[src/hw/rtl/text_row_ring_editor_macros.svh]
// Assertion macros for the text row ring editor.
// Define NO_ASSERTIONS to compile every check away.
`ifndef TEXT_ROW_RING_EDITOR_MACROS_SVH
`define TEXT_ROW_RING_EDITOR_MACROS_SVH

`ifndef NO_ASSERTIONS
// Check on every clock edge, masked while reset is asserted.
`define TRRE_ASSERT(lbl, prop, msg) \
  lbl: assert property (@(posedge clk_i) disable iff (!rst_ni) prop) else $error(msg);
// Check on every clock edge, reset included.
`define TRRE_ASSERT_ALWAYS(lbl, prop, msg) \
  lbl: assert property (@(posedge clk_i) prop) else $error(msg);
`else
`define TRRE_ASSERT(lbl, prop, msg)
`define TRRE_ASSERT_ALWAYS(lbl, prop, msg)
`endif

`endif

[src/hw/rtl/trre_pkg.sv]
// Shared types, constants and key folding for the text row ring editor.
// No dependencies.
`timescale 1ns / 1ps

package trre_pkg;

  localparam int RowsDef = 5;
  localparam int ColsDef = 40;

  localparam int CharW  = 8;
  localparam int LimitW = 16;
  localparam int StepW  = 10;
  localparam int CfgW   = 16;

  localparam logic [CharW-1:0]  KeyBackspace = 8'h08;
  localparam logic [CharW-1:0]  KeyReturn    = 8'h0D;
  localparam logic [CharW-1:0]  CharSpace    = 8'h20;
  localparam logic [CharW-1:0]  CharNone     = 8'h00;
  localparam logic [LimitW-1:0] IdleLimitRst = 16'd5000;
  localparam logic [StepW-1:0]  TickStepRst  = 10'd16;
  localparam logic [LimitW-1:0] IdleMax      = 16'hFFFF;

  typedef enum logic [1:0] {
    OP_KEY  = 2'd0,
    OP_TICK = 2'd1,
    OP_READ = 2'd2,
    OP_NOP  = 2'd3
  } op_e;

  typedef enum logic {
    CFG_IDLE_LIMIT = 1'b0,
    CFG_TICK_STEP  = 1'b1
  } cfg_idx_e;

  // Control between the cursor logic and the character store.
  typedef struct packed {
    logic wr_en;
    logic rd_en;
    logic rd_hit;
    logic closed;
  } mem_ctl_t;

  // Uppercase a-z and the three accented letters, blank control codes.
  function automatic logic [CharW-1:0] fold_key(input logic [CharW-1:0] k);
    logic [CharW-1:0] res;
    if ((k >= 8'h61 && k <= 8'h7A) || k == 8'hE4 || k == 8'hE5 || k == 8'hF6) begin
      res = k - 8'd32;
    end else if (k < 8'd32) begin
      res = CharSpace;
    end else begin
      res = k;
    end
    return res;
  endfunction

endpackage

[src/hw/rtl/trre_if.sv]
// Valid/ready channel interfaces for the editor's item and result words.
// Depends on trre_pkg for the character width.
`timescale 1ns / 1ps

interface trre_in_if #(
  parameter int RowW = 3,
  parameter int ColW = 6
);
  logic                       valid;
  logic                       ready;
  logic [1:0]                 op;
  logic [trre_pkg::CharW-1:0] key_code;
  logic [RowW-1:0]            view_row;
  logic [ColW-1:0]            view_col;

  modport source (output valid, op, key_code, view_row, view_col, input ready);
  modport sink   (input valid, op, key_code, view_row, view_col, output ready);
endinterface

interface trre_out_if #(
  parameter int RowW = 3,
  parameter int ColW = 6
);
  logic                       valid;
  logic                       ready;
  logic [trre_pkg::CharW-1:0] read_char;
  logic [RowW-1:0]            cursor_row;
  logic [ColW-1:0]            cursor_col;
  logic                       row_closed;

  modport source (output valid, read_char, cursor_row, cursor_col, row_closed, input ready);
  modport sink   (input valid, read_char, cursor_row, cursor_col, row_closed, output ready);
endinterface

[src/hw/rtl/trre_ram.sv]
// Generic simple dual-port RAM: one write port, one registered read port.
// Depends on trre_pkg for default sizes.
`timescale 1ns / 1ps

module trre_ram #(
  parameter int Width = trre_pkg::CharW,
  parameter int Depth = trre_pkg::RowsDef * trre_pkg::ColsDef,
  localparam int AddrW = $clog2(Depth)
) (
  input  logic             clk_i,
  input  logic             we_i,
  input  logic [AddrW-1:0] waddr_i,
  input  logic [Width-1:0] wdata_i,
  input  logic             re_i,
  input  logic [AddrW-1:0] raddr_i,
  output logic [Width-1:0] rdata_o
);

  logic [Width-1:0] mem_q [Depth];
  logic [Width-1:0] rdata_q;

  always_ff @(posedge clk_i) begin
    if (we_i) begin
      mem_q[waddr_i] <= wdata_i;
    end
    if (re_i) begin
      rdata_q <= mem_q[raddr_i];
    end
  end

  assign rdata_o = rdata_q;

endmodule

[src/hw/rtl/trre_ctrl.sv]
// Cursor, row lengths, idle timer and configuration registers of the editor.
// Depends on trre_pkg and the assertion macros header.
`timescale 1ns / 1ps
`include "text_row_ring_editor_macros.svh"

module trre_ctrl #(
  parameter int ROWS = trre_pkg::RowsDef,
  parameter int COLS = trre_pkg::ColsDef,
  localparam int RowW  = $clog2(ROWS),
  localparam int ColW  = $clog2(COLS + 1),
  localparam int AddrW = $clog2(ROWS * COLS)
) (
  input  logic                        clk_i,
  input  logic                        rst_ni,
  input  logic                        cfg_we_i,
  input  logic                        cfg_idx_i,
  input  logic [trre_pkg::CfgW-1:0]   cfg_data_i,
  input  logic                        acc_i,
  input  logic [1:0]                  op_i,
  input  logic [trre_pkg::CharW-1:0]  key_i,
  input  logic [RowW-1:0]             vrow_i,
  input  logic [ColW-1:0]             vcol_i,
  output trre_pkg::mem_ctl_t          mem_ctl_o,
  output logic [AddrW-1:0]            wr_addr_o,
  output logic [trre_pkg::CharW-1:0]  wr_data_o,
  output logic [AddrW-1:0]            rd_addr_o,
  output logic [RowW-1:0]             cursor_row_o,
  output logic [ColW-1:0]             cursor_col_o
);

  localparam logic [RowW-1:0]  LastRow = RowW'(ROWS - 1);
  localparam logic [RowW:0]    RowsW   = (RowW + 1)'(ROWS);
  localparam logic [ColW-1:0]  ColsC   = ColW'(COLS);
  localparam logic [AddrW-1:0] ColsA   = AddrW'(COLS);

  logic [trre_pkg::LimitW-1:0] idle_limit_q;
  logic [trre_pkg::StepW-1:0]  tick_step_q;
  logic [trre_pkg::LimitW-1:0] idle_q, idle_d;
  logic [RowW-1:0]             cur_row_q, cur_row_d;
  logic [ColW-1:0]             cur_col_q, cur_col_d;
  logic [ColW-1:0]             row_len_q [ROWS];
  logic [ColW-1:0]             row_len_d [ROWS];

  trre_pkg::op_e               op;
  logic [RowW-1:0]             next_row;
  logic [RowW-1:0]             prev_row;
  logic [RowW:0]               view_sum;
  logic [RowW-1:0]             view_phys;
  logic                        view_ok;
  logic [RowW-1:0]             len_sel;
  logic [ColW-1:0]             len_rd;
  logic [ColW-1:0]             col_inc;
  logic [trre_pkg::LimitW:0]   idle_sum;
  logic [trre_pkg::LimitW-1:0] idle_sat;

  assign op       = trre_pkg::op_e'(op_i);
  assign next_row = (cur_row_q == LastRow) ? '0 : cur_row_q + 1'b1;
  assign prev_row = (cur_row_q == '0) ? LastRow : cur_row_q - 1'b1;

  // Display row 0 is the row after the cursor, the oldest in the ring.
  assign view_ok   = {1'b0, vrow_i} < RowsW;
  assign view_sum  = {1'b0, cur_row_q} + {1'b0, vrow_i} + 1'b1;
  assign view_phys = (view_sum >= RowsW) ? RowW'(view_sum - RowsW) : RowW'(view_sum);

  // One length lookup per item: the display row on a read, else the previous row.
  assign len_sel = (op == trre_pkg::OP_READ) ? view_phys : prev_row;
  assign len_rd  = row_len_q[len_sel];

  assign col_inc  = cur_col_q + 1'b1;
  assign idle_sum = {1'b0, idle_q} + (trre_pkg::LimitW + 1)'(tick_step_q);
  assign idle_sat = idle_sum[trre_pkg::LimitW] ? trre_pkg::IdleMax
                                               : idle_sum[trre_pkg::LimitW-1:0];

  assign wr_addr_o = AddrW'(cur_row_q) * ColsA + AddrW'(cur_col_q);
  assign wr_data_o = trre_pkg::fold_key(key_i);
  assign rd_addr_o = AddrW'(view_phys) * ColsA + AddrW'(vcol_i);

  always_comb begin
    cur_row_d = cur_row_q;
    cur_col_d = cur_col_q;
    idle_d    = idle_q;
    row_len_d = row_len_q;
    mem_ctl_o = '0;
    if (acc_i) begin
      unique case (op)
        trre_pkg::OP_KEY: begin
          idle_d = '0;
          if (key_i == trre_pkg::KeyBackspace) begin
            if (cur_col_q != '0) begin
              cur_col_d = cur_col_q - 1'b1;
              row_len_d[cur_row_q] = cur_col_q - 1'b1;
            end else begin
              cur_row_d = prev_row;
              cur_col_d = (len_rd != '0) ? len_rd - 1'b1 : '0;
              row_len_d[prev_row] = (len_rd != '0) ? len_rd - 1'b1 : '0;
            end
          end else begin
            mem_ctl_o.wr_en = 1'b1;
            row_len_d[cur_row_q] = col_inc;
            if (key_i == trre_pkg::KeyReturn || col_inc == ColsC) begin
              // End the row and open the next one empty.
              cur_row_d = next_row;
              cur_col_d = '0;
              row_len_d[next_row] = '0;
              mem_ctl_o.closed = 1'b1;
            end else begin
              cur_col_d = col_inc;
            end
          end
        end
        trre_pkg::OP_TICK: begin
          idle_d = idle_sat;
          if (cur_col_q != '0 && idle_sat > idle_limit_q) begin
            cur_row_d = next_row;
            cur_col_d = '0;
            mem_ctl_o.closed = 1'b1;
          end
        end
        trre_pkg::OP_READ: begin
          if (view_ok && vcol_i < len_rd) begin
            mem_ctl_o.rd_hit = 1'b1;
            mem_ctl_o.rd_en  = 1'b1;
          end
        end
        trre_pkg::OP_NOP: begin
        end
        default: begin
        end
      endcase
    end
  end

  always_ff @(posedge clk_i or negedge rst_ni) begin
    if (!rst_ni) begin
      idle_limit_q <= trre_pkg::IdleLimitRst;
      tick_step_q  <= trre_pkg::TickStepRst;
      idle_q       <= '0;
      cur_row_q    <= '0;
      cur_col_q    <= '0;
      for (int r = 0; r < ROWS; r++) begin
        row_len_q[r] <= ColsC;
      end
    end else begin
      if (cfg_we_i) begin
        unique case (trre_pkg::cfg_idx_e'(cfg_idx_i))
          trre_pkg::CFG_IDLE_LIMIT: idle_limit_q <= cfg_data_i;
          trre_pkg::CFG_TICK_STEP:  tick_step_q  <= cfg_data_i[trre_pkg::StepW-1:0];
          default: begin
          end
        endcase
      end
      idle_q    <= idle_d;
      cur_row_q <= cur_row_d;
      cur_col_q <= cur_col_d;
      row_len_q <= row_len_d;
    end
  end

  assign cursor_row_o = cur_row_d;
  assign cursor_col_o = cur_col_d;

  `TRRE_ASSERT(a_col_in_row, cur_col_q < ColsC, "cursor column past row end")
  `TRRE_ASSERT(a_row_in_ring, {1'b0, cur_row_q} < RowsW, "cursor row outside ring")
  `TRRE_ASSERT(a_close_home, mem_ctl_o.closed |=> cur_col_q == '0, "closed row left col")
  `TRRE_ASSERT(a_key_trunc, (acc_i && op == trre_pkg::OP_KEY) |=> row_len_q[cur_row_q] == cur_col_q, "key did not truncate row at cursor")
  `TRRE_ASSERT(a_hit_in_len, mem_ctl_o.rd_hit |-> vcol_i < ColsC, "read hit beyond columns")

endmodule

[src/hw/rtl/text_row_ring_editor.sv]
// Text row ring editor: an accepted item word has its result word in the next cycle.
// Throughput: one item per cycle unless stalled; the result register frees when taken.
// The character store is a RAM with registered read; per-entry valid flip-flops stand
// in for the all-spaces fill, so the block is ready right after reset.
// Reset (rst_ni low, asynchronous): cursor home, every row full length, idle timer 0,
// idle_limit 5000, tick_step 16, no result pending.
`timescale 1ns / 1ps

module text_row_ring_editor #(
  parameter int ROWS = trre_pkg::RowsDef,
  parameter int COLS = trre_pkg::ColsDef,
  localparam int RowW  = $clog2(ROWS),
  localparam int ColW  = $clog2(COLS + 1),
  localparam int Depth = ROWS * COLS,
  localparam int AddrW = $clog2(Depth)
) (
  input  logic                      clk_i,
  input  logic                      rst_ni,
  trre_in_if.sink                   in_ch,
  trre_out_if.source                out_ch,
  input  logic                      cfg_we_i,
  input  logic                      cfg_idx_i,
  input  logic [trre_pkg::CfgW-1:0] cfg_data_i
);

  trre_pkg::mem_ctl_t         mem_ctl;
  logic [AddrW-1:0]           wr_addr;
  logic [AddrW-1:0]           rd_addr;
  logic [trre_pkg::CharW-1:0] wr_data;
  logic [trre_pkg::CharW-1:0] rd_data;
  logic [RowW-1:0]            cursor_row;
  logic [ColW-1:0]            cursor_col;
  logic                       acc;

  logic                       vld_q [Depth];
  logic                       out_vld_q;
  logic                       hit_q;
  logic                       written_q;
  logic [RowW-1:0]            cursor_row_q;
  logic [ColW-1:0]            cursor_col_q;
  logic                       closed_q;

  assign in_ch.ready = !out_vld_q || out_ch.ready;
  assign acc         = in_ch.valid && in_ch.ready;

  trre_ctrl #(
    .ROWS (ROWS),
    .COLS (COLS)
  ) u_ctrl (
    .clk_i        (clk_i),
    .rst_ni       (rst_ni),
    .cfg_we_i     (cfg_we_i),
    .cfg_idx_i    (cfg_idx_i),
    .cfg_data_i   (cfg_data_i),
    .acc_i        (acc),
    .op_i         (in_ch.op),
    .key_i        (in_ch.key_code),
    .vrow_i       (in_ch.view_row),
    .vcol_i       (in_ch.view_col),
    .mem_ctl_o    (mem_ctl),
    .wr_addr_o    (wr_addr),
    .wr_data_o    (wr_data),
    .rd_addr_o    (rd_addr),
    .cursor_row_o (cursor_row),
    .cursor_col_o (cursor_col)
  );

  trre_ram #(
    .Width (trre_pkg::CharW),
    .Depth (Depth)
  ) u_store (
    .clk_i   (clk_i),
    .we_i    (mem_ctl.wr_en),
    .waddr_i (wr_addr),
    .wdata_i (wr_data),
    .re_i    (mem_ctl.rd_en),
    .raddr_i (rd_addr),
    .rdata_o (rd_data)
  );

  // An entry never typed over reads as a space.
  always_ff @(posedge clk_i or negedge rst_ni) begin
    if (!rst_ni) begin
      for (int i = 0; i < Depth; i++) begin
        vld_q[i] <= 1'b0;
      end
    end else if (mem_ctl.wr_en) begin
      vld_q[wr_addr] <= 1'b1;
    end
  end

  always_ff @(posedge clk_i or negedge rst_ni) begin
    if (!rst_ni) begin
      out_vld_q <= 1'b0;
      hit_q     <= 1'b0;
    end else begin
      if (acc) begin
        out_vld_q <= 1'b1;
        hit_q     <= mem_ctl.rd_hit;
      end else if (out_ch.ready) begin
        out_vld_q <= 1'b0;
      end
    end
  end

  // Hold the result word until the sink takes it.
  always_ff @(posedge clk_i) begin
    if (acc) begin
      cursor_row_q <= cursor_row;
      cursor_col_q <= cursor_col;
      closed_q     <= mem_ctl.closed;
      if (mem_ctl.rd_hit) begin
        written_q <= vld_q[rd_addr];
      end
    end
  end

  assign out_ch.valid      = out_vld_q;
  assign out_ch.read_char  = !hit_q    ? trre_pkg::CharNone
                           : written_q ? rd_data
                           :             trre_pkg::CharSpace;
  assign out_ch.cursor_row = cursor_row_q;
  assign out_ch.cursor_col = cursor_col_q;
  assign out_ch.row_closed = closed_q;

endmodule

[src/flat_wrapper.sv]
// flat-port wrapper written by rule: the top's interface ports become plain ports
module text_row_ring_editor_flat import trre_pkg::*;
#(
  parameter int ROWS = trre_pkg::RowsDef,
  parameter int COLS = trre_pkg::ColsDef,
  localparam int RowW  = $clog2(ROWS),
  localparam int ColW  = $clog2(COLS + 1),
  localparam int Depth = ROWS * COLS,
  localparam int AddrW = $clog2(Depth)
)
  (clk_i, rst_ni, cfg_we_i, cfg_idx_i, cfg_data_i, in_ch_valid, in_ch_op, in_ch_key_code, in_ch_view_row, in_ch_view_col, in_ch_ready, out_ch_valid, out_ch_read_char, out_ch_cursor_row, out_ch_cursor_col, out_ch_row_closed, out_ch_ready);
  trre_in_if #(.RowW(($clog2((RowsDef)))), .ColW(($clog2((ColsDef) + 1)))) in_ch_i ();
  trre_out_if #(.RowW(($clog2((RowsDef)))), .ColW(($clog2((ColsDef) + 1)))) out_ch_i ();
  input  logic clk_i;
  input  logic rst_ni;
  input  logic cfg_we_i;
  input  logic cfg_idx_i;
  input  logic [trre_pkg::CfgW-1:0] cfg_data_i;
  input wire logic [$bits(in_ch_i.valid)-1:0] in_ch_valid;
  input wire logic [$bits(in_ch_i.op)-1:0] in_ch_op;
  input wire logic [$bits(in_ch_i.key_code)-1:0] in_ch_key_code;
  input wire logic [$bits(in_ch_i.view_row)-1:0] in_ch_view_row;
  input wire logic [$bits(in_ch_i.view_col)-1:0] in_ch_view_col;
  output wire logic [$bits(in_ch_i.ready)-1:0] in_ch_ready;
  output wire logic [$bits(out_ch_i.valid)-1:0] out_ch_valid;
  output wire logic [$bits(out_ch_i.read_char)-1:0] out_ch_read_char;
  output wire logic [$bits(out_ch_i.cursor_row)-1:0] out_ch_cursor_row;
  output wire logic [$bits(out_ch_i.cursor_col)-1:0] out_ch_cursor_col;
  output wire logic [$bits(out_ch_i.row_closed)-1:0] out_ch_row_closed;
  input wire logic [$bits(out_ch_i.ready)-1:0] out_ch_ready;
  assign in_ch_i.valid = in_ch_valid;
  assign in_ch_i.op = in_ch_op;
  assign in_ch_i.key_code = in_ch_key_code;
  assign in_ch_i.view_row = in_ch_view_row;
  assign in_ch_i.view_col = in_ch_view_col;
  assign in_ch_ready = in_ch_i.ready;
  assign out_ch_valid = out_ch_i.valid;
  assign out_ch_read_char = out_ch_i.read_char;
  assign out_ch_cursor_row = out_ch_i.cursor_row;
  assign out_ch_cursor_col = out_ch_i.cursor_col;
  assign out_ch_row_closed = out_ch_i.row_closed;
  assign out_ch_i.ready = out_ch_ready;
  text_row_ring_editor #(.ROWS(ROWS), .COLS(COLS)) u_core (.clk_i(clk_i), .rst_ni(rst_ni), .in_ch(in_ch_i), .out_ch(out_ch_i), .cfg_we_i(cfg_we_i), .cfg_idx_i(cfg_idx_i), .cfg_data_i(cfg_data_i));
endmodule
[config.mk]
export PLATFORM = sky130hd
export DESIGN_NAME = text_row_ring_editor_flat
export DESIGN_NICKNAME = d
export VERILOG_FILES = /design/src/hw/rtl/trre_pkg.sv /design/src/hw/rtl/trre_if.sv /design/src/hw/rtl/trre_ram.sv /design/src/hw/rtl/trre_ctrl.sv /design/src/hw/rtl/text_row_ring_editor.sv /design/src/flat_wrapper.sv
export VERILOG_INCLUDE_DIRS = /design/src /design/src/hw/rtl
export SDC_FILE = /design/constraint.sdc
export NUM_CORES = 2
export LEC_CHECK = 0
export ABC_AREA = 1
export BUFFER_PORTS_ARGS = -buffer_cell sky130_fd_sc_hd__buf_2
export CAP_MARGIN = 20
export CORE_ASPECT_RATIO = 1.4
export CORE_UTILIZATION = 43
export CTS_CLUSTER_DIAMETER = 120
export CTS_CLUSTER_SIZE = 20
export DETAILED_ROUTE_END_ITERATION = 10
export SLEW_MARGIN = 5
export SYNTH_ARGS = -nofsm -noshare
export SYNTH_HDL_FRONTEND = slang
export SYNTH_HIERARCHICAL = 1
export SYNTH_SLANG_ARGS = --single-unit
export TNS_END_PERCENT = 30
[constraint.sdc]
create_clock -name clk_i -period 4.9 [get_ports clk_i]
set_input_delay 0.98 -clock clk_i [delete_from_list [all_inputs] [get_ports clk_i]]
set_output_delay 0.98 -clock clk_i [all_outputs]
set_load 0.03 [all_outputs]
## Yosys cells after proc, flatten, opt, wreduce, memory -nomap -nowiden

Memory sizes are Yosys's and may differ from the RTL's. A register that Yosys moved wholly into a read port is not among the register bits.
Index checks and enable logic that the tools add are counted.

- Bits in writable memories: 1600
- ROM bits: 0
- Word-level logic and storage cells: 348
- Latch bits: 0
- Bits in registers: 294
- Bits of input ports: 41
- Output and inout port bits: 20
- Memories kept: 1

- Reduce and logical (&&, ||, !) cells: 25
- Eq/ne operators: 9
- Bitwise operators: 10
- $lt $le $gt $ge: 17
- Divide/modulo/power cells: 0
- Muxes and demuxes: 56
- Shifts and indexed selects: 0
- Multipliers: 2
- $add $sub $neg: 12

Memories:

| memory | words | width | rd ports | clocked after Yosys merged registers in | wr ports | RTL line | RTL |
|---|---|---|---|---|---|---|---|
| u_core.u_store.mem_q | 200 | 8 | 1 | 1 | 1 | trre_ram.sv:19 | `logic [Width-1:0] mem_q [Depth];` |

Operator list:

| kind | count |
|---|---|
| OR 200 bit | 1 |
| bitwise mux 30 bit | 3 |
| 2-to-1 mux 30 bit | 3 |
| 2-to-1 mux 6 bit | 11 |
| demux 6 bit (select 3 bit) | 3 |
| 2-to-1 mux 8 bit | 4 |
| one-hot mux 16 bit (2 select lines) | 1 |
| AND 30 bit | 1 |
| inverter 30 bit | 1 |
| 2-to-1 mux 3 bit | 9 |
| equality test 8 bit, second input constant | 3 |
| binary-select mux 6 bit (select 3 bit) | 1 |
| greater-or-equal comparator 9 bit, second input constant | 2 |
| inverter 8 -> 9 bit | 2 |
| adder 16 x 10 -> 17 bit | 1 |
| adder 8 x 6 -> 8 bit | 2 |
| equality test 8 x 4 -> 1 bit, second input constant | 2 |
| greater-or-equal comparator 4 bit, second input constant | 4 |
| greater-than comparator 16 bit | 1 |
| 2-to-1 mux 16 bit | 1 |
| inverter 3 -> 4 bit | 4 |
| < comparator 4 x 1 -> 1 bit, second input constant | 3 |
| 2-to-1 mux 1 bit | 12 |
| one-hot mux 6 bit (2 select lines) | 1 |
| 35 further kinds | 55 |

## Depth between registers and ports, before layout

- Depth after elaboration: 16
- Depth in mapped cells: 29
- Gate-level depth less buffers: 28

## Modules after synthesis

Netlist, hierarchy kept.

Modules (own cells, without submodules):

| module | times used | area an instance (µm²) | sequential area each (µm²) | cells each |
|---|---|---|---|---|
| trre_ram | 1 | 65484.1 | 48286.3 | 5536 |
| text_row_ring_editor | 1 | 9384.0 | 5385.2 | 1001 |
| trre_ctrl | 1 | 7622.3 | 2047.0 | 1084 |

## Least setup slack after synthesis

OpenSTA, ideal clock, no wires.

- Path type: input port to flip-flop
- From: input in_ch_key_code[0]
- To: memory u_core/u_store/mem_q[0][5] in the netlist's numbering, data pin
- Path buffers: 0
- Slack: -3.247 ns
- Data required time: 3.625 ns
- Arrival time: 6.872 ns
- Library setup time: 1.275 ns
- Stages on the path: 7
- Path through: nor2_1 > inv_1 > o21ai_0 > nand3_1 > nand4_1 > inv_1 > a21oi_1

- Longest elaborated chain between the ends: 6
- Elaborated cells between the ends (all ways): 13
- Classes of those cells: 1 x add/sub; 3 x order compare; 3 x eq/ne; 2 x mux; 4 x reduce/logical

RTL lines:

| item | RTL line | RTL |
|---|---|---|
| from (decl) | flat_wrapper.sv:21 | `input wire logic [$bits(in_ch_i.key_code)-1:0] in_ch_key_code;` |
| greater-or-equal comparator 8 x 7 -> 1 bit or <= comparator 8 x 7 -> 1 bit (tied branches) | trre_pkg.sv:46 | `if ((k >= 8'h61 && k <= 8'h7A) \|\| k == 8'hE4 \|\| k == 8'hE5 \|\| k == 8'hF6) begin` |
| logical AND 1 bit | trre_pkg.sv:46 |  |
| logical OR 1 bit (3 in series) | trre_pkg.sv:46 |  |
| 2-to-1 mux 8 bit * | trre_pkg.sv:46 |  |
| via u_core.wr_data, one bit | text_row_ring_editor.sv:29 | `logic [trre_pkg::CharW-1:0] wr_data;` |
| to (decl) | trre_ram.sv:19 |  |

Mark *: on every way through the listed nets, which the timed path passes. The rest lies on a longest branch.

## Worst setup path in the final report

- From: register u_core/u_ctrl/tick_step_q[0] in the netlist's numbering
- To: register u_core.cursor_col_q[4], in the netlist u_core/out_ch.cursor_col[4], data pin

- Longest elaborated chain between the ends: 7

RTL lines:

| item | RTL line | RTL |
|---|---|---|
| from (decl) | trre_ctrl.sv:37 | `logic [trre_pkg::StepW-1:0] tick_step_q;` |
| from (signal assigned) | trre_ctrl.sv:136 | `tick_step_q <= trre_pkg::TickStepRst;` |
| from (signal assigned) | trre_ctrl.sv:147 | `trre_pkg::CFG_TICK_STEP: tick_step_q <= cfg_data_i[trre_pkg::StepW-1:0];` |
| adder 16 x 10 -> 17 bit | trre_ctrl.sv:70 | `assign idle_sum = {1'b0, idle_q} + (trre_pkg::LimitW + 1)'(tick_step_q);` |
| 2-to-1 mux 16 bit | trre_ctrl.sv:71 | `assign idle_sat = idle_sum[trre_pkg::LimitW] ? trre_pkg::IdleMax` |
| greater-than comparator 16 bit | trre_ctrl.sv:113 | `if (cur_col_q != '0 && idle_sat > idle_limit_q) begin` |
| logical AND 1 bit | trre_ctrl.sv:113 |  |
| 2-to-1 mux 6 bit | trre_ctrl.sv:113 |  |
| one-hot mux 6 bit (2 select lines) | trre_ctrl.sv:85 | `unique case (op)` |
| 2-to-1 mux 6 bit | trre_ctrl.sv:84 | `if (acc_i) begin` |
| via u_core.cursor_col[4] | text_row_ring_editor.sv:32 | `logic [ColW-1:0] cursor_col;` |
| to (signal assigned) | text_row_ring_editor.sv:110 | `cursor_col_q <= cursor_col;` |
| to (decl) | text_row_ring_editor.sv:40 | `logic [ColW-1:0] cursor_col_q;` |

The timed path passes the listed nets, and every way through them passes these cells.
A chain may end at the register's enable or synchronous reset.

==> impl_metrics.env <==
export IMPL_final_cells=10080
export IMPL_r2r_end="u_core/out_ch.cursor_col[4]"
export IMPL_synth_nets=7720
export IMPL_synth_most_common_cell="nand2_1"
export IMPL_cp_endpoint="u_core/out_ch.cursor_col[4]"
export IMPL_synthMuxAreaShare=0
export IMPL_placed_cells=9921
export IMPL_vdd_ir_drop_worst_v=0.000707
export IMPL_syn_instance_count=7621
export IMPL_vias=56797
export IMPL_finalWorstSetupSlack_ns=0.419
export IMPL_synthArstFlopShare=0.149
export IMPL_grt_pass1_wl_um=359000
export IMPL_powerDensity_nw_per_um2=445
export IMPL_syn_cell_area_um2=82500
export IMPL_area_growth_pct=7.86
export IMPL_synth_adder_area_share=0.00916
export IMPL_slew_headroom=0.236
export IMPL_cp_end_kind="flop"
export IMPL_grt_max_degree=201
export IMPL_cp_slowest_stage_delay_ns=0.39
export IMPL_synth_top_area_frac=0.589
export IMPL_synth_area_per_cell_um2=10.8
export IMPL_drv_slew=0
export IMPL_synth_area_leader_cell="edfxtp_1"
export IMPL_power_leakage_nw=32.9
export IMPL_cts_setup_buffers=0
export IMPL_path_common_cell="nand2_1"
export IMPL_r2r_setup_slack_ns=0.42
export IMPL_period_share=0.915
export IMPL_synth_compound_area_frac=0.0398
export IMPL_drtIter0Drc=5369
export IMPL_synth_simple_area_share=0.233
export IMPL_route_final_wire_length_um=243000
export IMPL_period_minus_slack_ns=4.48
export IMPL_port_buffer_count=60
export IMPL_vias_per_cell=5.63
export IMPL_crit_path_start_kind="flop"
export IMPL_fillerInstances=17215
export IMPL_setup_viol_count_final=0
export IMPL_finClkSkew_ns=0.0461
export IMPL_antenna_found_initial=4
export IMPL_cp_arrival_ns=5.00
export IMPL_rsz0062_at_grt="false"
export IMPL_clk_path_buf_depth=3
export IMPL_synth_edff_count=1619
export IMPL_max_freq_mhz=223
export IMPL_die_area_um2=194000
export IMPL_hpwl_um=151000
export IMPL_yosys_warnings=6
export IMPL_die_width_um=372
export IMPL_final_layout_size_suffix_gt1_frac=0.0710
export IMPL_fp_row_count=189
export IMPL_synth_xor_area_frac=0.00170
export IMPL_ys_seq_area_frac=0.675
export IMPL_hold_path_class="input port to async pin"
export IMPL_wire_per_inst_um=24.1
export IMPL_cts_root_buf="clkbuf_16"
export IMPL_synth_area_top_cells="edfxtp_1 59%, nand2_1 10%, nand3_1 10%, dfrtp_1 8.1%, o21bai_1 1.8%"
export IMPL_worstPathRequired_ns=5.41
export IMPL_path_clk_slew_ns=0.09
export IMPL_track_usage=0.248
export IMPL_critPathMaxFanout=8
export IMPL_core_area_um2=190000
export IMPL_grt_overflow=0
export IMPL_htree_levels=3
export IMPL_yosys_cell_types_count=60
export IMPL_clk_latency_ns=0.80
export IMPL_worstSetupStartpoint="u_core/u_ctrl/tick_step_q[0]"
export IMPL_worst_slew_pin_slew_ns=1.15
export IMPL_start_util=0.434
export IMPL_synth_seq_cells=1902
export IMPL_hold_viol=0
export IMPL_grt_pass1_vias=54721
export IMPL_die_y_um=520
export IMPL_pre_cts_slack_ns=0.0168
export IMPL_timing_rr_start="u_core/u_ctrl/tick_step_q[0]"
export IMPL_synth_top_family_by_area="simple AND/OR/NAND/NOR gates"
export IMPL_reg2reg_depth=28
export IMPL_worstSetupPathType="flop to flop"
export IMPL_cts_tree="built"
export IMPL_outcome="finished clean"
export IMPL_antenna_left=0
export IMPL_place_gp_congestion=0.937
export IMPL_maxCapViolCount=0
export IMPL_cts_sinks=1902
export IMPL_cts_buffers=105
export IMPL_fin_nets=7645
export IMPL_ioPinCount=61
export IMPL_crit_slowest_cell="dfrtp_1"
export IMPL_dr_pass1_iters=6
export IMPL_synthFlopType="edfxtp_1"
export IMPL_drc=0
export IMPL_synthTopCellsByCount="2273 x nand2_1, 1689 x nand3_1, 1619 x edfxtp_1"
==> repair_timing <==
item	in CTS	in global routing
setup endpoints to repair	0	15
endpoints found under the hold margin	0	0
gates resized for setup	0	4
hold buffers	0	0
==> where the power goes <==
part	switching, mW	internal (mW)	total (mW)
registers	0.306	18.2	18.5
logic	8.26	3.65	11.9
clock network	5.11	4.01	9.13
==> placed cells by master, fill, tap and decap left out, drive strengths merged, types with 6 or more instances in the layout <==
master,n
a21oi,67
o2111ai,6
nor3,29
o21ai,130
dfstp,16
edfxtp,1619
o21bai,198
nand2,2302
diode,6
ha,54
nor2,365
xor2,9
dfrtp,267
buf,286
clkbuf,149
xnor2,7
o22ai,17
o22a,6
or2,11
nand3,1705
o211ai,26
inv,246
nand4,25
o21a,8
==> critical path: cells and delay by family (launching register included) <==
family                   cells  cell delay, ns
AO/OA/AOI/OAI                6            0.94
flip-flops                   1            0.39
adder cells (fa/ha/maj)      3            0.89
buffers and inverters        3            0.26
AND/OR/NAND/NOR             16            1.71
==> stage by stage <==
stage	instance area, µm²	hold slack (ns)	setup TNS (ns)	util	total power, mW
after floorplan	82500	0.424	-2169.90	-	25.9
after global placement	86000	0.440	0	0.453	30.6
after detailed placement	86100	0.449	0	0.453	30.7
after CTS	88900	0.246	0	0.468	39.7
after global routing	89000	0.298	0	0.468	41.2
final	89000	0.251	0	0.469	39.5
==> state kept, by name, summed over array words and instances (netlist names), 3 cells and up <==
register	flops
u_core/out_ch.cursor_col	6
u_core/out_ch.cursor_row	3
u_core/u_ctrl/cur_col_q	6
u_core/u_ctrl/cur_row_q	3
u_core/u_ctrl/idle_limit_q	16
u_core/u_ctrl/idle_q	16
u_core/u_ctrl/row_len_q	30
u_core/u_ctrl/tick_step_q	10
u_core/u_store/mem_q	1600
u_core/u_store/rdata_o	8
u_core/vld_q	200
==> final cells by class <==
cell class,instances,area (µm²),share of cell area
sequential,1902,55700,0.626
tap,2483,3110,0.0349
timing repair buffer,287,2750,0.0309
inverter,244,946,0.0106
antenna,6,15.0,0.000169
clock inverter,4,46.3,0.000520
multi-input combinational,5006,23600,0.265
clock buffer,148,2830,0.0318
==> cells by family (layout without fill, tap and decap cells) <==
group                      count (synthesis)  after routing
DFF                                     1902           1902
and+or+nand+nor                         4441           4441
AOI/OAI and AO/OA                        491            491
xor gates and xnor gates                  16             16
buffers and inverters                    713            683
adders and majority gates                 58             58
other                                      0              6
==> how the worst min path moves through the flow <==
stage	endpoint	slack, ns	cells past startpoint
3_3_place_gp	u_core/vld_q[1]	0.44	2
5_1_grt	u_core/u_ctrl/idle_q[9]	0.30	1
6_report	u_core/u_ctrl/idle_q[9]	0.25	1
2_1_floorplan	u_core/vld_q[183]	0.42	2
3_5_place_dp	u_core/vld_q[5]	0.45	2
4_1_cts	u_core/u_ctrl/idle_q[10]	0.25	1
==> per-layer routing <==
metal	track usage	up-vias	wire, µm	part of all wire
met2	0.430	1970	124000	0.51
met4	0.123	0	12600	0.052
li1	-	26271	-	-
met5	0	-	0	0
met1	0.309	28126	93200	0.38
met3	0.0242	430	13100	0.054
(Power assumes the default switching activity.)
